$ cat config.mk
export PLATFORM = sky130hd
export DESIGN_NAME = normalized_line_block_hash_flat
export DESIGN_NICKNAME = d
export VERILOG_FILES = /design/src/hdl/nlbh_pkg.sv /design/src/hdl/nlbh_if.sv /design/src/hdl/nlbh_line_unit.sv /design/src/hdl/nlbh_block_unit.sv /design/src/hdl/normalized_line_block_hash.sv /design/src/flat_wrapper.sv
export SDC_FILE = /design/constraint.sdc
export NUM_CORES = 1
export LEC_CHECK = 0
export BUFFER_PORTS_ARGS = -buffer_cell sky130_fd_sc_hd__buf_2
export CORE_ASPECT_RATIO = 0.8
export CORE_MARGIN = 2
export CORE_UTILIZATION = 50
export DETAILED_ROUTE_END_ITERATION = 7
export HOLD_SLACK_MARGIN = 0.06
export PLACE_DENSITY = 0.82
export SLEW_MARGIN = 20
export SYNTH_ARGS = -nofsm -noshare
export SYNTH_HDL_FRONTEND = slang
export SYNTH_HIERARCHICAL = 1
export SYNTH_SLANG_ARGS = --single-unit
export TNS_END_PERCENT = 10
$ cat constraint.sdc
create_clock -name clk -period 5.2 [get_ports clk]
set_input_delay 0.26 -clock clk [delete_from_list [all_inputs] [get_ports clk]]
set_output_delay 0.26 -clock clk [all_outputs]
set_load 0.1 [all_outputs]
$ cat src/hdl/nlbh_pkg.sv
// Package with shared types, codes and hash helpers for the line and block hasher.
`default_nettype none
package nlbh_pkg;

	localparam int unsigned HashW  = 64;
	localparam int unsigned CountW = 24;

	localparam logic [HashW-1:0]  HASH_SEED = 64'd5381;
	localparam logic [CountW-1:0] COUNT_MAX = {CountW{1'b1}};
	localparam logic [CountW-1:0] MIN_ALNUM_RESET = 24'd20;
	localparam logic [7:0]        SPACE_CHAR = 8'h20;

	// Operation codes of an input request.
	localparam logic [1:0] OP_BYTE      = 2'd0;
	localparam logic [1:0] OP_LINE_END  = 2'd1;
	localparam logic [1:0] OP_BLOCK_END = 2'd2;

	// Whitespace handling modes.
	localparam logic [1:0] MODE_KEEP     = 2'd0;
	localparam logic [1:0] MODE_DROP_ALL = 2'd1;
	localparam logic [1:0] MODE_COLLAPSE = 2'd2;
	localparam logic [1:0] MODE_TRAILING = 2'd3;

	// Configuration register indexes.
	localparam logic REG_SPACE_MODE = 1'b0;
	localparam logic REG_MIN_ALNUM  = 1'b1;

	// One registered input request as seen by the processing units.
	typedef struct packed {
		logic       valid;
		logic [1:0] operation;
		logic [7:0] text_byte;
	} step_t;

	typedef struct packed {
		logic [HashW-1:0]  line_digest;
		logic [HashW-1:0]  block_hash;
		logic [CountW-1:0] alnum_total;
		logic              meets_minimum;
		logic              block_done;
	} result_t;

	function automatic logic [HashW-1:0] djb2_mix(input logic [HashW-1:0] h,
		input logic [HashW-1:0] v);
		return (h << 5) + h + v;
	endfunction

	function automatic logic is_space(input logic [7:0] c);
		return (c == 8'd32) || ((c >= 8'd9) && (c <= 8'd13));
	endfunction

	function automatic logic is_alnum(input logic [7:0] c);
		return ((c >= 8'h30) && (c <= 8'h39)) || ((c >= 8'h41) && (c <= 8'h5A)) ||
			((c >= 8'h61) && (c <= 8'h7A));
	endfunction

endpackage
`default_nettype wire

$ cat src/hdl/nlbh_if.sv
// Valid/ready channel interfaces for text requests and hash results.
`default_nettype none
interface nlbh_text_if;
	logic       valid;
	logic       ready;
	logic [1:0] operation;
	logic [7:0] text_byte;

	modport source (output valid, output operation, output text_byte, input ready);
	modport sink (input valid, input operation, input text_byte, output ready);
endinterface

interface nlbh_result_if;
	logic        valid;
	logic        ready;
	logic [63:0] line_digest;
	logic [63:0] block_hash;
	logic [23:0] alnum_total;
	logic        meets_minimum;
	logic        block_done;

	modport source (output valid, output line_digest, output block_hash, output alnum_total,
		output meets_minimum, output block_done, input ready);
	modport sink (input valid, input line_digest, input block_hash, input alnum_total,
		input meets_minimum, input block_done, output ready);
endinterface
`default_nettype wire

$ cat src/hdl/nlbh_line_unit.sv
// Per-line hash state with whitespace normalization.
`default_nettype none
module nlbh_line_unit
	import nlbh_pkg::*;
(
	input  wire logic             clk,
	input  wire logic             arst_n,
	input  wire step_t            step,
	input  wire logic [1:0]       space_mode,
	output logic      [HashW-1:0] line_digest
);

	logic [HashW-1:0] running_q;
	logic [HashW-1:0] kept_q;
	logic             last_space_q;
	logic [HashW-1:0] running_next;
	logic [HashW-1:0] mix_byte;
	logic [HashW-1:0] mix_space;
	logic             ws;

	always_comb begin
		ws        = is_space(step.text_byte);
		mix_byte  = djb2_mix(running_q, {{(HashW-8){1'b0}}, step.text_byte});
		mix_space = djb2_mix(running_q, {{(HashW-8){1'b0}}, SPACE_CHAR});
		running_next = mix_byte;
		case (space_mode)
			MODE_DROP_ALL: begin
				if (ws) running_next = running_q;
			end
			MODE_COLLAPSE: begin
				if (ws) running_next = last_space_q ? running_q : mix_space;
			end
			default: running_next = mix_byte;
		endcase
	end

	always_ff @(posedge clk or negedge arst_n) begin
		if (!arst_n) begin
			running_q    <= HASH_SEED;
			kept_q       <= HASH_SEED;
			last_space_q <= 1'b0;
		end else if (step.valid) begin
			if (step.operation == OP_BYTE) begin
				running_q    <= running_next;
				last_space_q <= ws;
				if (!ws) kept_q <= running_next;
			end else if (step.operation == OP_LINE_END || step.operation == OP_BLOCK_END) begin
				running_q    <= HASH_SEED;
				kept_q       <= HASH_SEED;
				last_space_q <= 1'b0;
			end
		end
	end

	// Trailing mode reports the hash as it stood after the last non-space byte.
	assign line_digest = (space_mode == MODE_TRAILING) ? kept_q : running_q;

endmodule
`default_nettype wire

$ cat src/hdl/nlbh_block_unit.sv
// Block hash and alphanumeric count, forming the result of each line end.
`default_nettype none
module nlbh_block_unit
	import nlbh_pkg::*;
(
	input  wire logic              clk,
	input  wire logic              arst_n,
	input  wire step_t             step,
	input  wire logic [HashW-1:0]  line_digest,
	input  wire logic [CountW-1:0] min_alnum,
	output result_t                result
);

	logic [HashW-1:0]  block_q;
	logic [CountW-1:0] count_q;
	logic [HashW-1:0]  block_next;

	assign block_next = djb2_mix(block_q, line_digest);

	always_ff @(posedge clk or negedge arst_n) begin
		if (!arst_n) begin
			block_q <= HASH_SEED;
			count_q <= '0;
		end else if (step.valid) begin
			case (step.operation)
				OP_BYTE: begin
					if (is_alnum(step.text_byte) && count_q != COUNT_MAX)
						count_q <= count_q + 1'b1;
				end
				OP_LINE_END: begin
					block_q <= block_next;
				end
				OP_BLOCK_END: begin
					block_q <= HASH_SEED;
					count_q <= '0;
				end
				default: ;
			endcase
		end
	end

	always_comb begin
		result.line_digest   = line_digest;
		result.block_hash    = block_next;
		result.alnum_total   = count_q;
		result.meets_minimum = (count_q >= min_alnum);
		result.block_done    = (step.operation == OP_BLOCK_END);
	end

endmodule
`default_nettype wire

$ cat src/hdl/normalized_line_block_hash.sv
// Top level of the normalized line and block hasher.
//
// Text arrives on text_chan one request per ready cycle: a byte of a line, an end
// of line, or an end of line that also closes the block. Each line is hashed
// with DJB2 after whitespace normalization chosen by the space_mode register,
// and each line hash is folded into a running block hash. Every end of line
// produces one result on result_chan; byte requests produce none.
//
// Requests are first captured in an input register, then the line and block
// units update their state and form the result, which lands in the output
// register. A result is valid once its line end has passed from the input
// register into the output register, and the block sustains one request per
// cycle while no line end waits in the input register for the output register.
//
// When the receiver stalls, the output register holds its result; byte
// requests keep flowing through, and only a line end that finds the output
// register still full waits in the input register. Reset clears both hashes
// to the seed, the count to zero, space_mode to keep-all and min_alnum to 20.
// Configuration writes on cfg_we/cfg_index/cfg_data are meant for idle time.
`default_nettype none
module normalized_line_block_hash
	import nlbh_pkg::*;
(
	input  wire logic        clk,
	input  wire logic        arst_n,
	nlbh_text_if.sink        text_chan,
	nlbh_result_if.source    result_chan,
	input  wire logic        cfg_we,
	input  wire logic        cfg_index,
	input  wire logic [23:0] cfg_data
);

	logic [1:0]        space_mode_q;
	logic [CountW-1:0] min_alnum_q;

	// Input register.
	logic       valid_s1;
	logic [1:0] operation_s1;
	logic [7:0] text_byte_s1;

	// Output register.
	logic    out_valid_q;
	result_t out_q;

	step_t            step;
	logic             has_result;
	logic             out_free;
	logic             advance;
	logic [HashW-1:0] line_digest;
	result_t          result;

	always_ff @(posedge clk or negedge arst_n) begin
		if (!arst_n) begin
			space_mode_q <= MODE_KEEP;
			min_alnum_q  <= MIN_ALNUM_RESET;
		end else if (cfg_we) begin
			if (cfg_index == REG_SPACE_MODE) space_mode_q <= cfg_data[1:0];
			else min_alnum_q <= cfg_data[CountW-1:0];
		end
	end

	// A registered request moves on unless it needs the output register and
	// that register is still holding an untaken result.
	assign has_result = (operation_s1 == OP_LINE_END) || (operation_s1 == OP_BLOCK_END);
	assign out_free   = !out_valid_q || result_chan.ready;
	assign advance    = valid_s1 && (!has_result || out_free);
	assign text_chan.ready = !valid_s1 || advance;

	always_ff @(posedge clk or negedge arst_n) begin
		if (!arst_n) begin
			valid_s1 <= 1'b0;
		end else if (text_chan.ready) begin
			valid_s1 <= text_chan.valid;
		end
	end

	always_ff @(posedge clk) begin
		if (text_chan.ready && text_chan.valid) begin
			operation_s1 <= text_chan.operation;
			text_byte_s1 <= text_chan.text_byte;
		end
	end

	always_comb begin
		step.valid     = advance;
		step.operation = operation_s1;
		step.text_byte = text_byte_s1;
	end

	nlbh_line_unit u_line (
		.clk         (clk),
		.arst_n      (arst_n),
		.step        (step),
		.space_mode  (space_mode_q),
		.line_digest (line_digest)
	);

	nlbh_block_unit u_block (
		.clk         (clk),
		.arst_n      (arst_n),
		.step        (step),
		.line_digest (line_digest),
		.min_alnum   (min_alnum_q),
		.result      (result)
	);

	always_ff @(posedge clk or negedge arst_n) begin
		if (!arst_n) begin
			out_valid_q <= 1'b0;
		end else if (advance && has_result) begin
			out_valid_q <= 1'b1;
		end else if (result_chan.ready) begin
			out_valid_q <= 1'b0;
		end
	end

	always_ff @(posedge clk) begin
		if (advance && has_result) out_q <= result;
	end

	assign result_chan.valid         = out_valid_q;
	assign result_chan.line_digest   = out_q.line_digest;
	assign result_chan.block_hash    = out_q.block_hash;
	assign result_chan.alnum_total   = out_q.alnum_total;
	assign result_chan.meets_minimum = out_q.meets_minimum;
	assign result_chan.block_done    = out_q.block_done;

endmodule
`default_nettype wire

$ cat src/flat_wrapper.sv
// flat-port wrapper written by rule: the top's interface ports become plain ports
module normalized_line_block_hash_flat import nlbh_pkg::*;
  (clk, arst_n, cfg_we, cfg_index, cfg_data, text_chan_valid, text_chan_operation, text_chan_text_byte, text_chan_ready, result_chan_valid, result_chan_line_digest, result_chan_block_hash, result_chan_alnum_total, result_chan_meets_minimum, result_chan_block_done, result_chan_ready);
  nlbh_text_if text_chan_i ();
  nlbh_result_if result_chan_i ();
  input  wire logic clk;
  input  wire logic arst_n;
  input  wire logic cfg_we;
  input  wire logic cfg_index;
  input  wire logic [23:0] cfg_data;
  input wire logic [$bits(text_chan_i.valid)-1:0] text_chan_valid;
  input wire logic [$bits(text_chan_i.operation)-1:0] text_chan_operation;
  input wire logic [$bits(text_chan_i.text_byte)-1:0] text_chan_text_byte;
  output wire logic [$bits(text_chan_i.ready)-1:0] text_chan_ready;
  output wire logic [$bits(result_chan_i.valid)-1:0] result_chan_valid;
  output wire logic [$bits(result_chan_i.line_digest)-1:0] result_chan_line_digest;
  output wire logic [$bits(result_chan_i.block_hash)-1:0] result_chan_block_hash;
  output wire logic [$bits(result_chan_i.alnum_total)-1:0] result_chan_alnum_total;
  output wire logic [$bits(result_chan_i.meets_minimum)-1:0] result_chan_meets_minimum;
  output wire logic [$bits(result_chan_i.block_done)-1:0] result_chan_block_done;
  input wire logic [$bits(result_chan_i.ready)-1:0] result_chan_ready;
  assign text_chan_i.valid = text_chan_valid;
  assign text_chan_i.operation = text_chan_operation;
  assign text_chan_i.text_byte = text_chan_text_byte;
  assign text_chan_ready = text_chan_i.ready;
  assign result_chan_valid = result_chan_i.valid;
  assign result_chan_line_digest = result_chan_i.line_digest;
  assign result_chan_block_hash = result_chan_i.block_hash;
  assign result_chan_alnum_total = result_chan_i.alnum_total;
  assign result_chan_meets_minimum = result_chan_i.meets_minimum;
  assign result_chan_block_done = result_chan_i.block_done;
  assign result_chan_i.ready = result_chan_ready;
  normalized_line_block_hash u_core (.clk(clk), .arst_n(arst_n), .text_chan(text_chan_i), .result_chan(result_chan_i), .cfg_we(cfg_we), .cfg_index(cfg_index), .cfg_data(cfg_data));
endmodule
======== Yosys cells after proc, flatten, opt, wreduce, memory -nomap -nowiden ========
Index checks and enable logic that the tools add are counted.
word-level totals
  register bits after elaboration ......... 409
  output and inout bits ................... 156
  word-level logic and storage cells ...... 86
operators by class
  $add $sub $neg .......................... 6
  magnitude comparators ................... 9
  eq/ne operators ......................... 9
  multiplexer cells ....................... 16
  bitwise gates (word level) .............. 1
  reductions and logical operators ........ 29
operators by type and width
  kind                                                                   count
  64-bit 2-to-1 mux                                                      8
  64-bit case mux with 2 select lines                                    2
  64-bit adder                                                           3
  64-bit by 6-bit adder with 64-bit output, second input constant        1
  64-bit by 8-bit adder with 64-bit output                               1
  24-bit case mux with 2 select lines                                    1
  24-bit by 1-bit adder with 24-bit output, second input constant        1
  24-bit >= comparator                                                   1
  24-bit 2-to-1 mux                                                      1
  24-bit != test, second input constant                                  1
  8-bit by 7-bit >= comparator with 1-bit output, second input constant  2
  8-bit by 7-bit <= comparator with 1-bit output, second input constant  2
  8-bit by 6-bit == test with 1-bit output, second input constant        1
  8-bit by 4-bit >= comparator with 1-bit output, second input constant  1
  8-bit by 6-bit >= comparator with 1-bit output, second input constant  1
  8-bit by 4-bit <= comparator with 1-bit output, second input constant  1
  8-bit by 6-bit <= comparator with 1-bit output, second input constant  1
  1-bit logical AND                                                      8
  2-bit AND reduction                                                    4
  2-bit nonzero test                                                     4
  1-bit logical OR                                                       7
  2-bit == test, second input constant                                   3
  3-bit AND reduction                                                    2
  2-bit by 1-bit == test with 1-bit output, second input constant        2
  5 further kinds                                                        11

======== Longest topological paths before layout ========
  word-level depth ........................ 7
  mapped depth ............................ 17

======== Hierarchy ========
Netlist, hierarchy kept.
modules (own cells, without submodules)
  module                      times used  cells each  area an instance (um^2)  sequential area each (um^2)
  nlbh_line_unit              1           2010        15099.5                  3240.6
  nlbh_block_unit             1           1120        9969.6                   2208.4
  normalized_line_block_hash  1           231         6093.3                   5627.9

======== Worst setup path after synthesis ========
Ideal clock, no wire load.
  path kind ............................... register -> register
  start ................................... reg u_core.out_valid_q (netlist: u_core/result_chan.valid)
  end ..................................... reg u_core.out_q (netlist bit u_core/result_chan.alnum_total[0]) (enable)
  library setup time ...................... 0.533 ns
  data arrival time ....................... 4.704 ns
  required time ........................... 4.667 ns
  path slack .............................. -0.038 ns
  stages on the path, launching flop included .. 3
  buffers on the path ..................... 0
  path through ............................ dfrtp_1 nor2b_1 and3b_1
between the ends
  word-level cells in the longest chain between the ends .. 5
RTL lines
  what                    line                               RTL
  start, declared         normalized_line_block_hash.sv:42   logic out_valid_q;
  start signal, assigned  normalized_line_block_hash.sv:109  out_valid_q <= 1'b0;
  start signal, assigned  normalized_line_block_hash.sv:111  out_valid_q <= 1'b1;
  start signal, assigned  normalized_line_block_hash.sv:113  out_valid_q <= 1'b0;
  1-bit logical NOT       normalized_line_block_hash.sv:65   assign out_free = !out_valid_q || result_chan.ready;
  1-bit logical OR        normalized_line_block_hash.sv:65
  1-bit logical OR        normalized_line_block_hash.sv:66   assign advance = valid_s1 && (!has_result || out_free);
  1-bit logical AND       normalized_line_block_hash.sv:66
  1-bit logical AND       normalized_line_block_hash.sv:118  if (advance && has_result) out_q <= result;
  end signal, assigned    normalized_line_block_hash.sv:118
  end, declared           normalized_line_block_hash.sv:43   result_t out_q;
No other way between the ends.
A chain may end at the register's enable or synchronous reset.

==> metrics.json <==
{
  "grt_antenna_before_repair": 1,
  "worstMarginPinSlew_ps": 1250,
  "num_antenna_cells": 0,
  "syn_to_final_growth_pct": 12.9,
  "rsz_0062_raised_after_global_routing": "yes",
  "p_leak_nw": 14.7,
  "gp_congestion": 1.02,
  "cts_sinks": 409,
  "finalPower_mw": 17.8,
  "synth_enable_flop_cells": 164,
  "synth_cell_type_count": 114,
  "fmax_mhz": 196,
  "share_of_the_clock_period_used_by_the_worst_path_pct": 98.1,
  "clkTransAtPathRegs_ps": 70,
  "synthesis.yosys.warnings": 6,
  "via_count_of_the_first_global_routing_pass": 27335,
  "synth_area_um2": 31200,
  "cts_made_buffers": 40,
  "peakVddDrop_mv": 0.558,
  "synth_area_per_cell_um2": 9.27,
  "setup.worst_path.start_class": "register",
  "path_class": "register to register",
  "number_of_design_rule_violations_left_after_detail_routing": 0,
  "worstPathRequired_ps": 5520,
  "timing.reg2reg.setup_slack_ps": 100,
  "clock_skew_ps": 32.1,
  "core_area_um2": 61400,
  "initialDrtViolationCount": 3805,
  "netlist_instances": 3361,
  "num-nets-final": 3825,
  "setup_viol": 0,
  "postLayoutCellArea_um2": 35200,
  "port-buffer-count": 195,
  "ant_nets": 0,
  "parity_gate_share_of_the_synthesized_area_counting_xor_and_xnor_cells_pct": 5.34,
  "pin_count_of_the_biggest_net_entering_global_routing": 113,
  "place.detailed.instances": 4308,
  "floorplan.die.height_um": 227,
  "synth-simple-area-share_pct": 17.0,
  "path_delay_family": "compound AO/OA/AOI/OAI gates",
  "power.density_cell_area_nw_per_um2": 506,
  "finalWorstPathRequiredPeriod_ps": 5100,
  "synth_area_leaders": "dfrtp_1 18%, edfxtp_1 16%, ha_1 6.6%, o21ai_0 4.7%, nand2_1 4.1%",
  "synth.ff_latch_count": 409,
  "synth_top_cell_by_area": "dfrtp_1",
  "drive_gt1_share_pct": 18.2,
  "synth_fa_ha_area_share_pct": 10.5,
  "placement.cell_area_um2": 33300,
  "end_kind": "register",
  "grt_pass1_wl_um": 166000,
  "ctsRootBufferMaster": "clkbuf_16",
  "critical_path.cell_chain": "ha_2 > buf_12 > mux2_2 > fa_1 > ha_1 > and3_1 > nand2_1 > nor3_1 > o2111ai_1 > a31oi_1 > buf_4 > o2111ai_1 > a21oi_1 > o21ai_0 > and2_1",
  "crit_path_frequent_cell": "o2111ai_1",
  "synth_async_sr_flop_share_pct": 59.9,
  "wire_length_per_cell_um": 24.6,
  "mappedNetlistNets": 3626,
  "max_slew_vio_count": 0,
  "util_after_layout_pct": 57.3,
  "muxShareOfSynthArea_pct": 5.02,
  "drt_first_pass_iters": 6,
  "compound_gate_fraction_of_synth_area_pct": 21.6,
  "synth_commonest_cells": "340 x nand2_1, 294 x o21ai_0, 228 x dfrtp_1, 215 x a21oi_1, 204 x nor2_1",
  "via_per_inst": 6.59,
  "combinational_family_with_the_most_area_after_synthesis": "compound AO/OA/AOI/OAI gates",
  "floorplan.die.width_um": 283,
  "hpwl_um": 82600,
  "cp_slowest_cell": "fa_1",
  "synth_sequential_area_ratio_pct": 35.5,
  "clk-insertion-delay-late_ps": 580,
  "io_pins": 196,
  "status": "finished clean",
  "maxSlewHeadroom_pct": 17.0,
  "routed_wirelength_um": 109000,
  "cpPeakStageDelay_ps": 500,
  "max_cap_violations": 0,
  "path_buf_inv": 2,
  "grt-ovfl-total": 0,
  "hold_path_class": "input port to register",
  "grt_usage_pct": 33.0,
  "tritoncts_clock_tree": "yes",
  "detailroute.via_count": 29154,
  "crit_arrival_ps": 5420,
  "num_rows": 81,
  "max-clock-path-buffers": 3,
  "synthMostInstantiatedCell": "nand2_1",
  "synth_largest_type_area_fraction_pct": 18.3,
  "finalHoldViolCount": 0,
  "htreeDepth": 2,
  "post_layout_nonfiller_instances": 4422,
  "path_max_fanout": 39,
  "die-area_um2": 64400,
  "synth_flop_cell": "dfrtp_1",
  "initial_utilization_pct": 50.7
}
==> final timing paths <==
kind                                                from                                 to  depth (start not counted)
worst min-delay path                              cfg_we             u_core/space_mode_q[0]                          3
worst min register to register  u_core/u_line/kept_q[11]           u_core/u_line/kept_q[11]                          2
worst max register to register    u_core/space_mode_q[1]  u_core/result_chan.block_hash[56]                         15
max in group asynchronous                         arst_n              u_core/min_alnum_q[3]                          3
worst max-delay path              u_core/space_mode_q[1]  u_core/result_chan.block_hash[56]                         15
min in group asynchronous                         arst_n        u_core/u_line/running_q[47]                          2
==> final cells by class <==
cell class | count | area (um^2)
Clock buffer | 46 | 1030
Clock inverter | 28 | 355
Fill cell | 5227 | 26200
Inverter | 77 | 289
Multi-Input combinational cell | 2627 | 18700
Sequential cell | 409 | 11100
Tap cell | 830 | 1040
Timing Repair Buffer | 405 | 2710
==> state kept, by name, indices dropped and copies added, names as in the netlist <==
register and count:
u_core/min_alnum_q 24, u_core/result_chan.block_hash 64, u_core/u_block/count_q 24, u_core/u_block/block_q 64, u_core/valid_s1 1, u_core/space_mode_q 2
u_core/result_chan.alnum_total 24, u_core/u_line/running_q 64, u_core/result_chan.valid 1, u_core/text_byte_s1 8, u_core/u_line/last_space_q 1, u_core/result_chan.block_done 1
u_core/u_line/kept_q 64, u_core/operation_s1 2, u_core/result_chan.line_digest 64, u_core/result_chan.meets_minimum 1
==> where the power goes <==
part | switching [mW] | internal, mW | leakage [nW]
logic | 6.67 | 3.06 | 9.39
clock network | 1.38 | 1.77 | 0.678
registers | 0.612 | 4.30 | 4.68
==> per-layer routing <==
layer | wire, um | track usage, % | vias up
li1 | - | - | 12920
met1 | 47100 | 48.3 | 14085
met2 | 45800 | 49.4 | 1909
met3 | 12800 | 7.62 | 240
met4 | 3180 | 8.36 | 0
met5 | 0 | 0 | -
==> cell usage in the layout (no fill, tap or decap), types with 22 or more instances in the layout <==
cell           Yosys  final
xnor2_1          124    124
a21o_1            72     72
xor2_1            64     63
mux2_2            94     94
a31oi_1           33     33
and2_1            35     35
o21a_1            23     23
nand4_1           86     86
nor4_1            49     48
nand2_1          340    338
buf_2             25    194
o21ai_0          294    291
ha_1             164    162
edfxtp_1         164    164
nand3_1           82     82
or3_1             31     31
buf_4             67    169
inv_1             77     77
fa_1              61     61
clkbuf_16          0     40
nor3_1            69     67
o31ai_1           28     28
a22o_1            59     59
dlygate4sd3_1      0     37
o211ai_1          29     29
or4_1             24     22
a21oi_1          215    212
nor2_1           204    200
dfrtp_1          228    228
==> repair_timing <==
action / 4_1_cts / 5_1_grt
hold buffers: 37 / 0
hold endpoints to repair: 138 / 0
endpoints found under the setup margin: 0 / 38
resized for setup: 0 / 15
buffers inserted: 0 / 2
==> worst reg2reg max path: stages, from the launching register on <==
cell and delay (ps):
dfrtp_1 410, ha_2 240, buf_12 260, mux2_2 460, fa_1 500, ha_1 420
and3_1 240, nand2_1 90, nor3_1 460, o2111ai_1 480, a31oi_1 300, buf_4 180
o2111ai_1 190, a21oi_1 260, o21ai_0 170, and2_1 180
==> kinds of logic after synthesis <==
kind of cell / Yosys count
XOR/XNOR: 189
AO/OA/AOI/OAI: 1020
flip-flops: 409
multiplexers: 134
AND/OR/NAND/NOR: 1059
adder cells (fa/ha/maj): 225
buffers and inverters: 325
==> metrics by stage <==
step | worst slack, ps | hold slack, ps | setup TNS (ps)
floorplan | 582 | -35.6 | 0
global placement | 236 | 375 | 0
detailed placement | 188 | 379 | 0
CTS | 130 | 275 | 0
global route | -37.0 | 314 | -167
finish | 100 | 325 | 0
Power figures use the tool's default switching activity.
